[src/design/gdcw_pkg.sv]
`default_nettype none

package gdcw_pkg;

    localparam int DAY_W   = 5;
    localparam int MONTH_W = 4;
    localparam int YEAR_W  = 14;
    localparam int WD_W    = 3;
    localparam int COUNT_W = 22;

    localparam int IN_TDATA_W  = 48;
    localparam int OUT_TDATA_W = 32;

    // Years above this are clamped.
    localparam logic [YEAR_W-1:0] MAX_YEAR = 14'd9999;

    // floor(q / 25) == (q * 1311) >> 15 holds exactly for q below 4681.
    localparam logic [10:0] RECIP_25  = 11'd1311;
    localparam int          RECIP_SHF = 15;

    localparam logic [8:0] DAYS_PER_YEAR = 9'd365;

    typedef logic [COUNT_W-1:0] day_num_t;

    // Days in the months before month m of a common year. Month zero adds
    // nothing; any month above twelve counts as a whole year.
    function automatic logic [8:0] cum_days(input logic [MONTH_W-1:0] m);
        logic [8:0] r;
        case (m)
            4'd0, 4'd1: r = 9'd0;
            4'd2:       r = 9'd31;
            4'd3:       r = 9'd59;
            4'd4:       r = 9'd90;
            4'd5:       r = 9'd120;
            4'd6:       r = 9'd151;
            4'd7:       r = 9'd181;
            4'd8:       r = 9'd212;
            4'd9:       r = 9'd243;
            4'd10:      r = 9'd273;
            4'd11:      r = 9'd304;
            4'd12:      r = 9'd334;
            default:    r = 9'd365;
        endcase
        return r;
    endfunction

    // Sum of the octal digits; congruent to the value modulo seven.
    function automatic logic [5:0] octal_sum(input day_num_t n);
        logic [23:0] w;
        logic [5:0]  s;
        w = {2'b00, n};
        s = 6'd0;
        for (int k = 0; k < 8; k++)
        begin
            s = s + {3'b000, w[3*k +: 3]};
        end
        return s;
    endfunction

    // Weekday, 1 Monday to 7 Sunday, from a folded octal digit sum.
    function automatic logic [WD_W-1:0] weekday_of_sum(input logic [5:0] s);
        logic [3:0]      t;
        logic [WD_W-1:0] r;
        t = {1'b0, s[5:3]} + {1'b0, s[2:0]};
        case (t)
            4'd1, 4'd8:         r = 3'd1;
            4'd2, 4'd9:         r = 3'd2;
            4'd3, 4'd10:        r = 3'd3;
            4'd4, 4'd11:        r = 3'd4;
            4'd5, 4'd12:        r = 3'd5;
            4'd6, 4'd13:        r = 3'd6;
            default:            r = 3'd7;
        endcase
        return r;
    endfunction

endpackage

`default_nettype wire

[src/design/gregorian_day_count_weekday_core.sv]
// Proleptic Gregorian day number and weekday core. Each input item carries a
// start and an end date; for each the core forms the ordinal day number from
// 1 January of year 1, and returns both weekdays (1 Monday to 7 Sunday), the
// number of days from start to end, and a flag with a zero count when the
// start lies after the end. Dates are not checked: a day is added as given,
// month zero adds no month, months above twelve count as a whole year, and
// years above 9999 are clamped. The core is a six-stage pipeline that takes
// one item in every cycle in which the output is not stalled, and a result
// is held in the output register until it is taken. The whole pipeline
// advances together, so the input is ready whenever the output register is
// empty or its item is being taken, and a stall holds every stage in place.
// The second stage holds the 14 by 9 bit multiply for the whole years and
// the reciprocal multiplies for the divisions by one hundred; the later
// stages hold the century test and a wide add, a second wide add, the octal
// digit folding with the comparison, and the weekday lookup.

`default_nettype none

module gregorian_day_count_weekday_core
    import gdcw_pkg::*;
(
    input  wire logic                   clk,
    input  wire logic                   rst_n,
    input  wire logic                   s_axis_tvalid,
    output      logic                   s_axis_tready,
    // first day, first month, first year, second day, second month,
    // second year, pad
    input  wire logic [IN_TDATA_W-1:0]  s_axis_tdata,
    output      logic                   m_axis_tvalid,
    input  wire logic                   m_axis_tready,
    // start_weekday, end_weekday, days_between, pad
    output      logic [OUT_TDATA_W-1:0] m_axis_tdata,
    // start_after_end
    output      logic                   m_axis_tuser
);

    localparam int STAGES = 6;

    logic              advance;
    logic [STAGES-1:0] valid_reg;

    // Unpacked input dates, index 0 is the start date, index 1 the end date.
    logic [DAY_W-1:0]   day_in   [2];
    logic [MONTH_W-1:0] month_in [2];
    logic [YEAR_W-1:0]  year_in  [2];

    // Stage 1: clamped year, previous-year count and month offset.
    logic [YEAR_W-1:0]  prev_s1_reg  [2];
    logic [11:0]        quad_s1_reg  [2];
    logic               div4_s1_reg  [2];
    logic [8:0]         mcum_s1_reg  [2];
    logic               mgt2_s1_reg  [2];
    logic [DAY_W-1:0]   day_s1_reg   [2];

    // Stage 2: products.
    day_num_t           base_s2_reg  [2];
    logic [11:0]        pq_s2_reg    [2];
    logic [7:0]         p100_s2_reg  [2];
    logic [11:0]        quad_s2_reg  [2];
    logic [7:0]         q25_s2_reg   [2];
    logic               div4_s2_reg  [2];
    logic [8:0]         mcum_s2_reg  [2];
    logic               mgt2_s2_reg  [2];
    logic [DAY_W-1:0]   day_s2_reg   [2];

    // Stage 3: year part, month and day part, leap flag.
    day_num_t           yrs_s3_reg   [2];
    logic [9:0]         md_s3_reg    [2];
    logic               leapd_s3_reg [2];

    // Stage 4: day numbers.
    day_num_t           num_s4_reg   [2];

    // Stage 5: comparison and octal digit sums.
    logic [5:0]         osum_s5_reg  [2];
    day_num_t           diff_s5_reg;
    logic               after_s5_reg;

    // Stage 6: output register.
    logic [WD_W-1:0]    wd_s6_reg    [2];
    day_num_t           diff_s6_reg;
    logic               after_s6_reg;

    assign advance       = !valid_reg[STAGES-1] || m_axis_tready;
    assign s_axis_tready = advance;
    assign m_axis_tvalid = valid_reg[STAGES-1];

    assign day_in[0]   = s_axis_tdata[4:0];
    assign month_in[0] = s_axis_tdata[8:5];
    assign year_in[0]  = s_axis_tdata[22:9];
    assign day_in[1]   = s_axis_tdata[27:23];
    assign month_in[1] = s_axis_tdata[31:28];
    assign year_in[1]  = s_axis_tdata[45:32];

    always_ff @(posedge clk or negedge rst_n)
    begin
        if (!rst_n)
        begin
            valid_reg <= '0;
        end
        else if (advance)
        begin
            valid_reg <= {valid_reg[STAGES-2:0], s_axis_tvalid};
        end
    end

    always_ff @(posedge clk)
    begin
        logic [YEAR_W-1:0] ysat;
        logic [22:0]       prod_p;
        logic [22:0]       prod_q;
        logic [22:0]       prod_b;
        logic [12:0]       q25x25;
        logic              cent;
        logic              quadcent;
        logic              leap;
        if (advance)
        begin
            for (int i = 0; i < 2; i++)
            begin
                // Stage 1. Year zero gives a zero previous-year count, which
                // also makes the whole-year term vanish.
                ysat = (year_in[i] > MAX_YEAR) ? MAX_YEAR : year_in[i];
                prev_s1_reg[i] <= (ysat == '0) ? '0 : ysat - 14'd1;
                quad_s1_reg[i] <= ysat[YEAR_W-1:2];
                div4_s1_reg[i] <= (ysat[1:0] == 2'b00);
                mcum_s1_reg[i] <= cum_days(month_in[i]);
                mgt2_s1_reg[i] <= (month_in[i] > 4'd2);
                day_s1_reg[i]  <= day_in[i];

                // Stage 2. Whole years times 365 and the two divisions by 25.
                prod_b = {9'd0, prev_s1_reg[i]} * {14'd0, DAYS_PER_YEAR};
                prod_p = {11'd0, prev_s1_reg[i][YEAR_W-1:2]} * {12'd0, RECIP_25};
                prod_q = {11'd0, quad_s1_reg[i]} * {12'd0, RECIP_25};
                base_s2_reg[i] <= prod_b[COUNT_W-1:0];
                pq_s2_reg[i]   <= prev_s1_reg[i][YEAR_W-1:2];
                p100_s2_reg[i] <= prod_p[RECIP_SHF +: 8];
                quad_s2_reg[i] <= quad_s1_reg[i];
                q25_s2_reg[i]  <= prod_q[RECIP_SHF +: 8];
                div4_s2_reg[i] <= div4_s1_reg[i];
                mcum_s2_reg[i] <= mcum_s1_reg[i];
                mgt2_s2_reg[i] <= mgt2_s1_reg[i];
                day_s2_reg[i]  <= day_s1_reg[i];

                // Stage 3. A year divisible by 4 is a century year when its
                // quarter divides by 25; the year over 100 then tells the
                // fourth centuries apart.
                q25x25   = {5'd0, q25_s2_reg[i]} * 13'd25;
                cent     = div4_s2_reg[i] && (q25x25 == {1'b0, quad_s2_reg[i]});
                quadcent = cent && (q25_s2_reg[i][1:0] == 2'b00);
                leap     = div4_s2_reg[i] && (!cent || quadcent);
                yrs_s3_reg[i] <= base_s2_reg[i] + {10'd0, pq_s2_reg[i]}
                                 - {14'd0, p100_s2_reg[i]}
                                 + {16'd0, p100_s2_reg[i][7:2]};
                md_s3_reg[i]    <= {1'b0, mcum_s2_reg[i]} + {5'd0, day_s2_reg[i]};
                leapd_s3_reg[i] <= leap && mgt2_s2_reg[i];

                // Stage 4.
                num_s4_reg[i] <= yrs_s3_reg[i] + {12'd0, md_s3_reg[i]}
                                 + {21'd0, leapd_s3_reg[i]};

                // Stage 5.
                osum_s5_reg[i] <= octal_sum(num_s4_reg[i]);

                // Stage 6.
                wd_s6_reg[i] <= weekday_of_sum(osum_s5_reg[i]);
            end

            // The span of the supported years fits the count field, so the
            // difference needs no clamping.
            after_s5_reg <= (num_s4_reg[0] > num_s4_reg[1]);
            diff_s5_reg  <= (num_s4_reg[0] > num_s4_reg[1]) ? '0
                            : num_s4_reg[1] - num_s4_reg[0];
            after_s6_reg <= after_s5_reg;
            diff_s6_reg  <= diff_s5_reg;
        end
    end

    assign m_axis_tdata = {4'd0, diff_s6_reg, wd_s6_reg[1], wd_s6_reg[0]};
    assign m_axis_tuser = after_s6_reg;

endmodule

`default_nettype wire

[config.mk]
export PLATFORM = sky130hd
export DESIGN_NAME = gregorian_day_count_weekday_core
export DESIGN_NICKNAME = d
export VERILOG_FILES = /design/src/design/gdcw_pkg.sv /design/src/design/gregorian_day_count_weekday_core.sv
export SDC_FILE = /design/constraint.sdc
export NUM_CORES = 2
export LEC_CHECK = 0
export BUFFER_PORTS_ARGS = -buffer_cell sky130_fd_sc_hd__buf_2
export CAP_MARGIN = 20
export CORE_ASPECT_RATIO = 1.1
export CORE_MARGIN = 1
export CORE_UTILIZATION = 50
export DETAILED_ROUTE_END_ITERATION = 10
export GPL_ROUTABILITY_DRIVEN = 0
export GPL_TIMING_DRIVEN = 0
export HOLD_SLACK_MARGIN = 0.12
export PLACE_DENSITY = 0.63
export SYNTH_ARGS = -nofsm -noshare
export SYNTH_HDL_FRONTEND = slang
export SYNTH_SLANG_ARGS = --single-unit
[constraint.sdc]
create_clock -name clk -period 17.2 [get_ports clk]
set_input_delay 0 -clock clk [delete_from_list [all_inputs] [get_ports clk]]
set_output_delay 0 -clock clk [all_outputs]
set_load 0.01 [all_outputs]
=== After elaboration in Yosys (flattened, before gate mapping) ===
Memories as Yosys holds them, arrays and structs flattened.
Index checks and enable logic that the tools add are counted.

* Flip-flop bits (word level): 52
* Bits in writable memories: 368
* Input port bits: 52
* ROM bits: 384
* Output and inout bits: 35
* Logic and storage cells: 106
* Latch bits: 0
* Memories: 25

* Add/subtract/negate cells: 31
* Equality and inequality tests: 2
* Shifts and indexed selects: 0
* Muxes and demuxes: 10
* Div/mod/pow operators: 0
* Reduce and logical (&&, ||, !) cells: 20
* $mul: 8
* Bitwise gates (word level): 0
* Order comparisons: 5

{| class="wikitable"
|+ Memory list
! memory !! words !! width !! rd ports !! clocked after memory_dff !! write ports !! RTL line !! source
|-
| (name not given) || 16 || 9 || 1 || 0 || 0 || gdcw_pkg.sv:29 || <nowiki>case (m)</nowiki>
|-
| (name not given) || 16 || 9 || 1 || 0 || 0 || gdcw_pkg.sv:29 ||
|-
| (name not given) || 16 || 3 || 1 || 0 || 0 || gdcw_pkg.sv:65 || <nowiki>case (t)</nowiki>
|-
| (name not given) || 16 || 3 || 1 || 0 || 0 || gdcw_pkg.sv:65 ||
|-
| base_s2_reg || 2 || 22 || 2 || 0 || 2 || gregorian_day_count_weekday_core.sv:56 || <nowiki>day_num_t base_s2_reg [2];</nowiki>
|-
| num_s4_reg || 2 || 22 || 2 || 0 || 2 || gregorian_day_count_weekday_core.sv:72 || <nowiki>day_num_t num_s4_reg [2];</nowiki>
|-
| 19 more memories || - || - || - || - || - || - ||
|}

{| class="wikitable"
|+ Operators by type and width
! kind !! number
|-
| $mul 12x11->23 const B || 4
|-
| $mux 14 || 4
|-
| $add 22x1->22 || 2
|-
| $add 22x10->22 || 2
|-
| $add 22x12->22 || 2
|-
| $add 22x6->22 || 2
|-
| $mul 14x9->22 const B || 2
|-
| $sub 22x8->22 || 2
|-
| $add 6x3->6 || 6
|-
| $gt 14x14->1 const B || 2
|-
| $logic_not 14->1 || 2
|-
| $sub 14x1->14 const B || 2
|-
| $eq 13x12->1 || 2
|-
| $mul 8x5->13 const B || 2
|-
| $gt 22x22->1 || 1
|-
| $sub 22x22->22 || 1
|-
| $add 9x5->10 || 2
|-
| $mux 9 || 2
|-
| $add 3x3->4 || 4
|-
| $add 5x3->6 || 2
|-
| $add 6x1->6 || 2
|-
| $add 4x3->5 || 2
|-
| $gt 4x2->1 const B || 2
|-
| $logic_and 1x1->1 || 8
|-
| other kinds (5) || 14
|}

=== Logic depth before layout (Yosys ltp) ===
An unclocked memory read counts as a cell.

* Depth in word-level cells: 8
* Depth in mapped cells: 20
* Gate-level depth less buffers: 20

=== Worst setup path after synthesis ===
No wires, ideal clock.

* Kind: flip-flop to flip-flop
* Start point: register valid_reg[5]
* End point: register valid_reg[0]
* Path buffers: 1
* Clock period less this slack: 13.639 ns
* Setup time: 0.129 ns
* Arrival time: 13.510 ns
* Setup slack: 3.561 ns
* Cell stages (with the launch flop): 4
* Data required time: 17.071 ns
* Cells stage by stage: dfrtp_1 > nand2b_1 > clkbuf_1 > mux2_2

* Word-level cells in the longest chain between the ends: 2

{| class="wikitable"
|+ Ends and longest elaborated chain
! item !! RTL line !! source
|-
| from (decl) || gregorian_day_count_weekday_core.sv:40 || <nowiki>logic [STAGES-1:0] valid_reg;</nowiki>
|-
| from (signal assigned) || gregorian_day_count_weekday_core.sv:103 || <nowiki>valid_reg <= {valid_reg[STAGES-2:0], s_axis_tvalid};</nowiki>
|-
| $logic_not 1->1 || gregorian_day_count_weekday_core.sv:84 || <nowiki>assign advance = !valid_reg[STAGES-1] || m_axis_tready;</nowiki>
|-
| $logic_or 1x1->1 || gregorian_day_count_weekday_core.sv:84 ||
|-
| named net s_axis_tready || gregorian_day_count_weekday_core.sv:25 || <nowiki>output logic s_axis_tready,</nowiki>
|}

The timed path passes the listed nets, and every way through them passes these cells.
A chain may end at the register's enable or synchronous reset.

==> run metrics <==
cells resized by post-CTS repair=0; average cell area after synthesis=11.3 um^2; Worst Setup Path Type=reg2reg; mapped cell area=between 30000 and 40000 um^2; setup repair after global routing missed its margin=no; cell types occupying the most area after synthesis=edfxtp_1 (33%), ha_1 (22%), fa_1 (17%); clock tree from TritonCTS=done; maximum operating frequency=0.177 GHz; run status=completed; routed via count divided by cell count=just over 5; Critical Path Fanout Max=8; multi-input gate area in the final layout=roughly 22000 um^2; number of placed instances with taps included=between 4000 and 5000; final period demand of the worst path=5.63 ns; skew final=approximately 0.021 ns; Final period util=0.328; port buffer count=between 70 and 80; Req. time, crit path=17.52 ns; worst hold path class=in2reg; count of flip-flops with a built-in enable after synthesis=roughly 410; Post-DRT Antenna Nets=0; io pins=87; total congestion overflow=0; overall die width=263 um; total vias in the final route=approximately 23000; Worst-Margin Slew=approximately 0.83 ns; placed wire-length estimate=approximately 54000 um; Num CTS Buffers=between 40 and 50; wire length of the first global-routing pass=between 100000 and 150000 um; number of filler instances in the final layout=6232; Post-Syn Instances=between 3000 and 4000; Std-Cell Rows=around 100; number of post-CTS setup repair buffers=0; dpl ws=11.53 ns; Max Transition Viols Final=0; clock network latency to the later pin of the worst-skew pair=0.58 ns; area inside the core boundary=73700 um^2; Seq/Total Area, Yosys=0.336; first-pass iteration count of the detailed router=5; max-capacitance violation count=0; pin count of the biggest net entering global routing=70; number of synthesized register bits=420; setup slack of the worst register-to-register path=11.57 ns; wire length reported by the detailed router=about 66000 um; data arrival time of the worst path=~6 ns; delay of the slowest cell on the worst path=0.70 ns; critical path endpoint category=register; final cell count without fillers=approximately 4500; top-area cell type share of the netlist area=0.332; Detailed Route Iter0 Violations=about 860; number of warnings reported in the yosys synthesis log=0; least setup slack across all paths after layout=roughly 12 ns; Clock Pin Slew Worst Setup and Hold Paths=around 0.060 ns; share of flip-flops with an asynchronous set or reset after synthesis=0.0143; Max-Slew Margin vs Limit=0.439; die span in y=roughly 290 um; dominant synthesized flop cell=edfxtp_1; crit path launch type=register; average routed wire per standard cell=14.6 um; detailed-route DRC error count=0; Hold Violations, Final=0; standard cell with the maximum stage delay on the critical path=edfxtp_1; initial antenna violation count=0; number of levels in the clock H-tree=2; Storage cell area=about 13000 um^2; cell breakdown of the critical path=fa_1 > ha_1 > inv_1 > fa_1 > inv_1 > fa_1 > inv_1 > fa_1 > inv_1 > ha_1 > o21a_1 > o21a_1 > o2bb2ai_1 > a311oi_1 > a31oi_1 > o31ai_1 > a21oi_1 > xnor2_1; initial core utilization=0.508; root cell of the clock tree=clkbuf_16; number of clock sinks seen by CTS=420; Yosys cell types=73; area leader, netlist=edfxtp_1; fraction of layout instances using a drive strength above 1=0.0573; Net count, final=around 4600; number of global-route vias before repair=about 25000; Die ar.=~76000 um^2; Synth-to-Final Area Change=10.5%; maximum buffer depth of the clock tree=3; overall fraction of global-route tracks in use=0.182; endpoints failing setup=0; Antenna Diode Count=0
==> cells in the mapped netlist (all sizes together) (12+ instances only) <==
cell type / instances
nand2b: 14
o21bai: 16
edfxtp: 414
xnor2: 155
fa: 327
inv: 796
nor2: 139
o21ai: 74
nand3: 46
nand2: 81
a21oi: 123
and3: 13
ha: 643
a21o: 56
o211ai: 12
o21a: 23
nor2b: 30
a31oi: 17
and2: 14
clkbuf: 15
xor2: 67
nor3: 50
a211oi: 21
nand4: 14
==> kinds of logic after synthesis <==
family / synth area share
other cells: 0.000100
fa+ha+maj: 0.390
mux: 0.00839
buf+inv: 0.0828
xor+xnor: 0.0520
simple gates: 0.0611
flops: 0.336
compound gates: 0.0695
==> path summary, 6_finish.rpt <==
check | startpoint | endpoint | depth (start not counted)
max in group asynchronous | rst_n | valid_reg[4] | 3
max | prev_s1_reg[0][11] | p100_s2_reg[0][7] | 18
max reg2reg | prev_s1_reg[0][11] | p100_s2_reg[0][7] | 18
min reg2reg | diff_s5_reg[1] | diff_s6_reg[1] | 0
min in group asynchronous | rst_n | valid_reg[0] | 3
min | s_axis_tdata[26] | day_s1_reg[0][8] | 2
==> metal layers <==
metal,up-vias,global-route usage,share of wire
met1,11000,0.216,0.42
met5,-,0,0
met4,0,0.0618,0.032
met2,304,0.340,0.52
li1,11500,-,-
met3,136,0.0223,0.028
==> area by class of cell <==
class / instances / share of cell area
well taps: 954 / 0.0289
clock buffers: 54 / 0.0291
inverters: 796 / 0.0723
multi-input cells: 2081 / 0.526
repair buffers: 159 / 0.0313
plain buffers: 23 / 0.00272
clock inverters: 30 / 0.00539
flip-flops and latches: 420 / 0.304
==> worst max-delay path, delay by kind of cell, from the launching register on <==
family                   cells  cell delay (ns)
adder cells (fa/ha/maj)      6             2.57
buffers and inverters        4             0.22
XOR/XNOR                     1             0.16
flip-flops                   1             0.70
AO/OA/AOI/OAI                7             1.72
==> layout by cell type, fill, tap and decap left out, types with 6 or more instances in the layout <==
cell	Yosys	final
dlygate4sd3_1	0	74
nand2b_1	14	14
nand4_1	14	14
nand3_1	46	46
buf_4	6	6
inv_1	796	796
nand2_1	81	81
nor2_1	139	139
or2_2	11	11
o211ai_1	12	12
nor3_1	50	50
a31oi_1	17	17
o21ai_0	73	73
o21bai_1	16	16
ha_1	643	643
edfxtp_1	414	414
o21a_1	23	23
buf_2	0	79
mux2_2	11	11
a21o_1	56	56
a211oi_1	20	20
fa_1	327	327
clkbuf_16	0	47
clkinvlp_4	0	6
o31ai_1	8	8
and3_1	13	13
and2_1	13	13
a21oi_1	123	123
dfrtp_1	6	6
nor2b_1	29	29
or3_1	11	11
clkbuf_1	15	21
clkinv_2	0	10
xnor2_1	155	155
nor4_1	10	10
xor2_1	67	67
mux2i_1	10	10
inv_6	0	6
==> stage by stage <==
| stage | util | setup TNS [ns] | instance area (um^2) | hold slack [ns] |
|---|---|---|---|---|
| after floorplan | - | 0 | 37400 | -0.296 |
| after global routing | 0.561 | 0 | 41300 | 0.135 |
| after detailed placement | 0.532 | 0 | 39200 | -0.173 |
| after CTS | 0.561 | 0 | 41300 | 0.123 |
| after global placement | 0.530 | -3.74 | 39000 | -0.177 |
| final | 0.561 | 0 | 41300 | 0.154 |
==> timing repair <==
action | in CTS | in global routing
hold endpoints to repair | 89 | 0
hold buffers | 74 | 0
endpoints found under the setup margin | 0 | 0
Power is not shown: default switching activity piles up to over one toggle a cycle in this logic, so the estimate is an artifact.
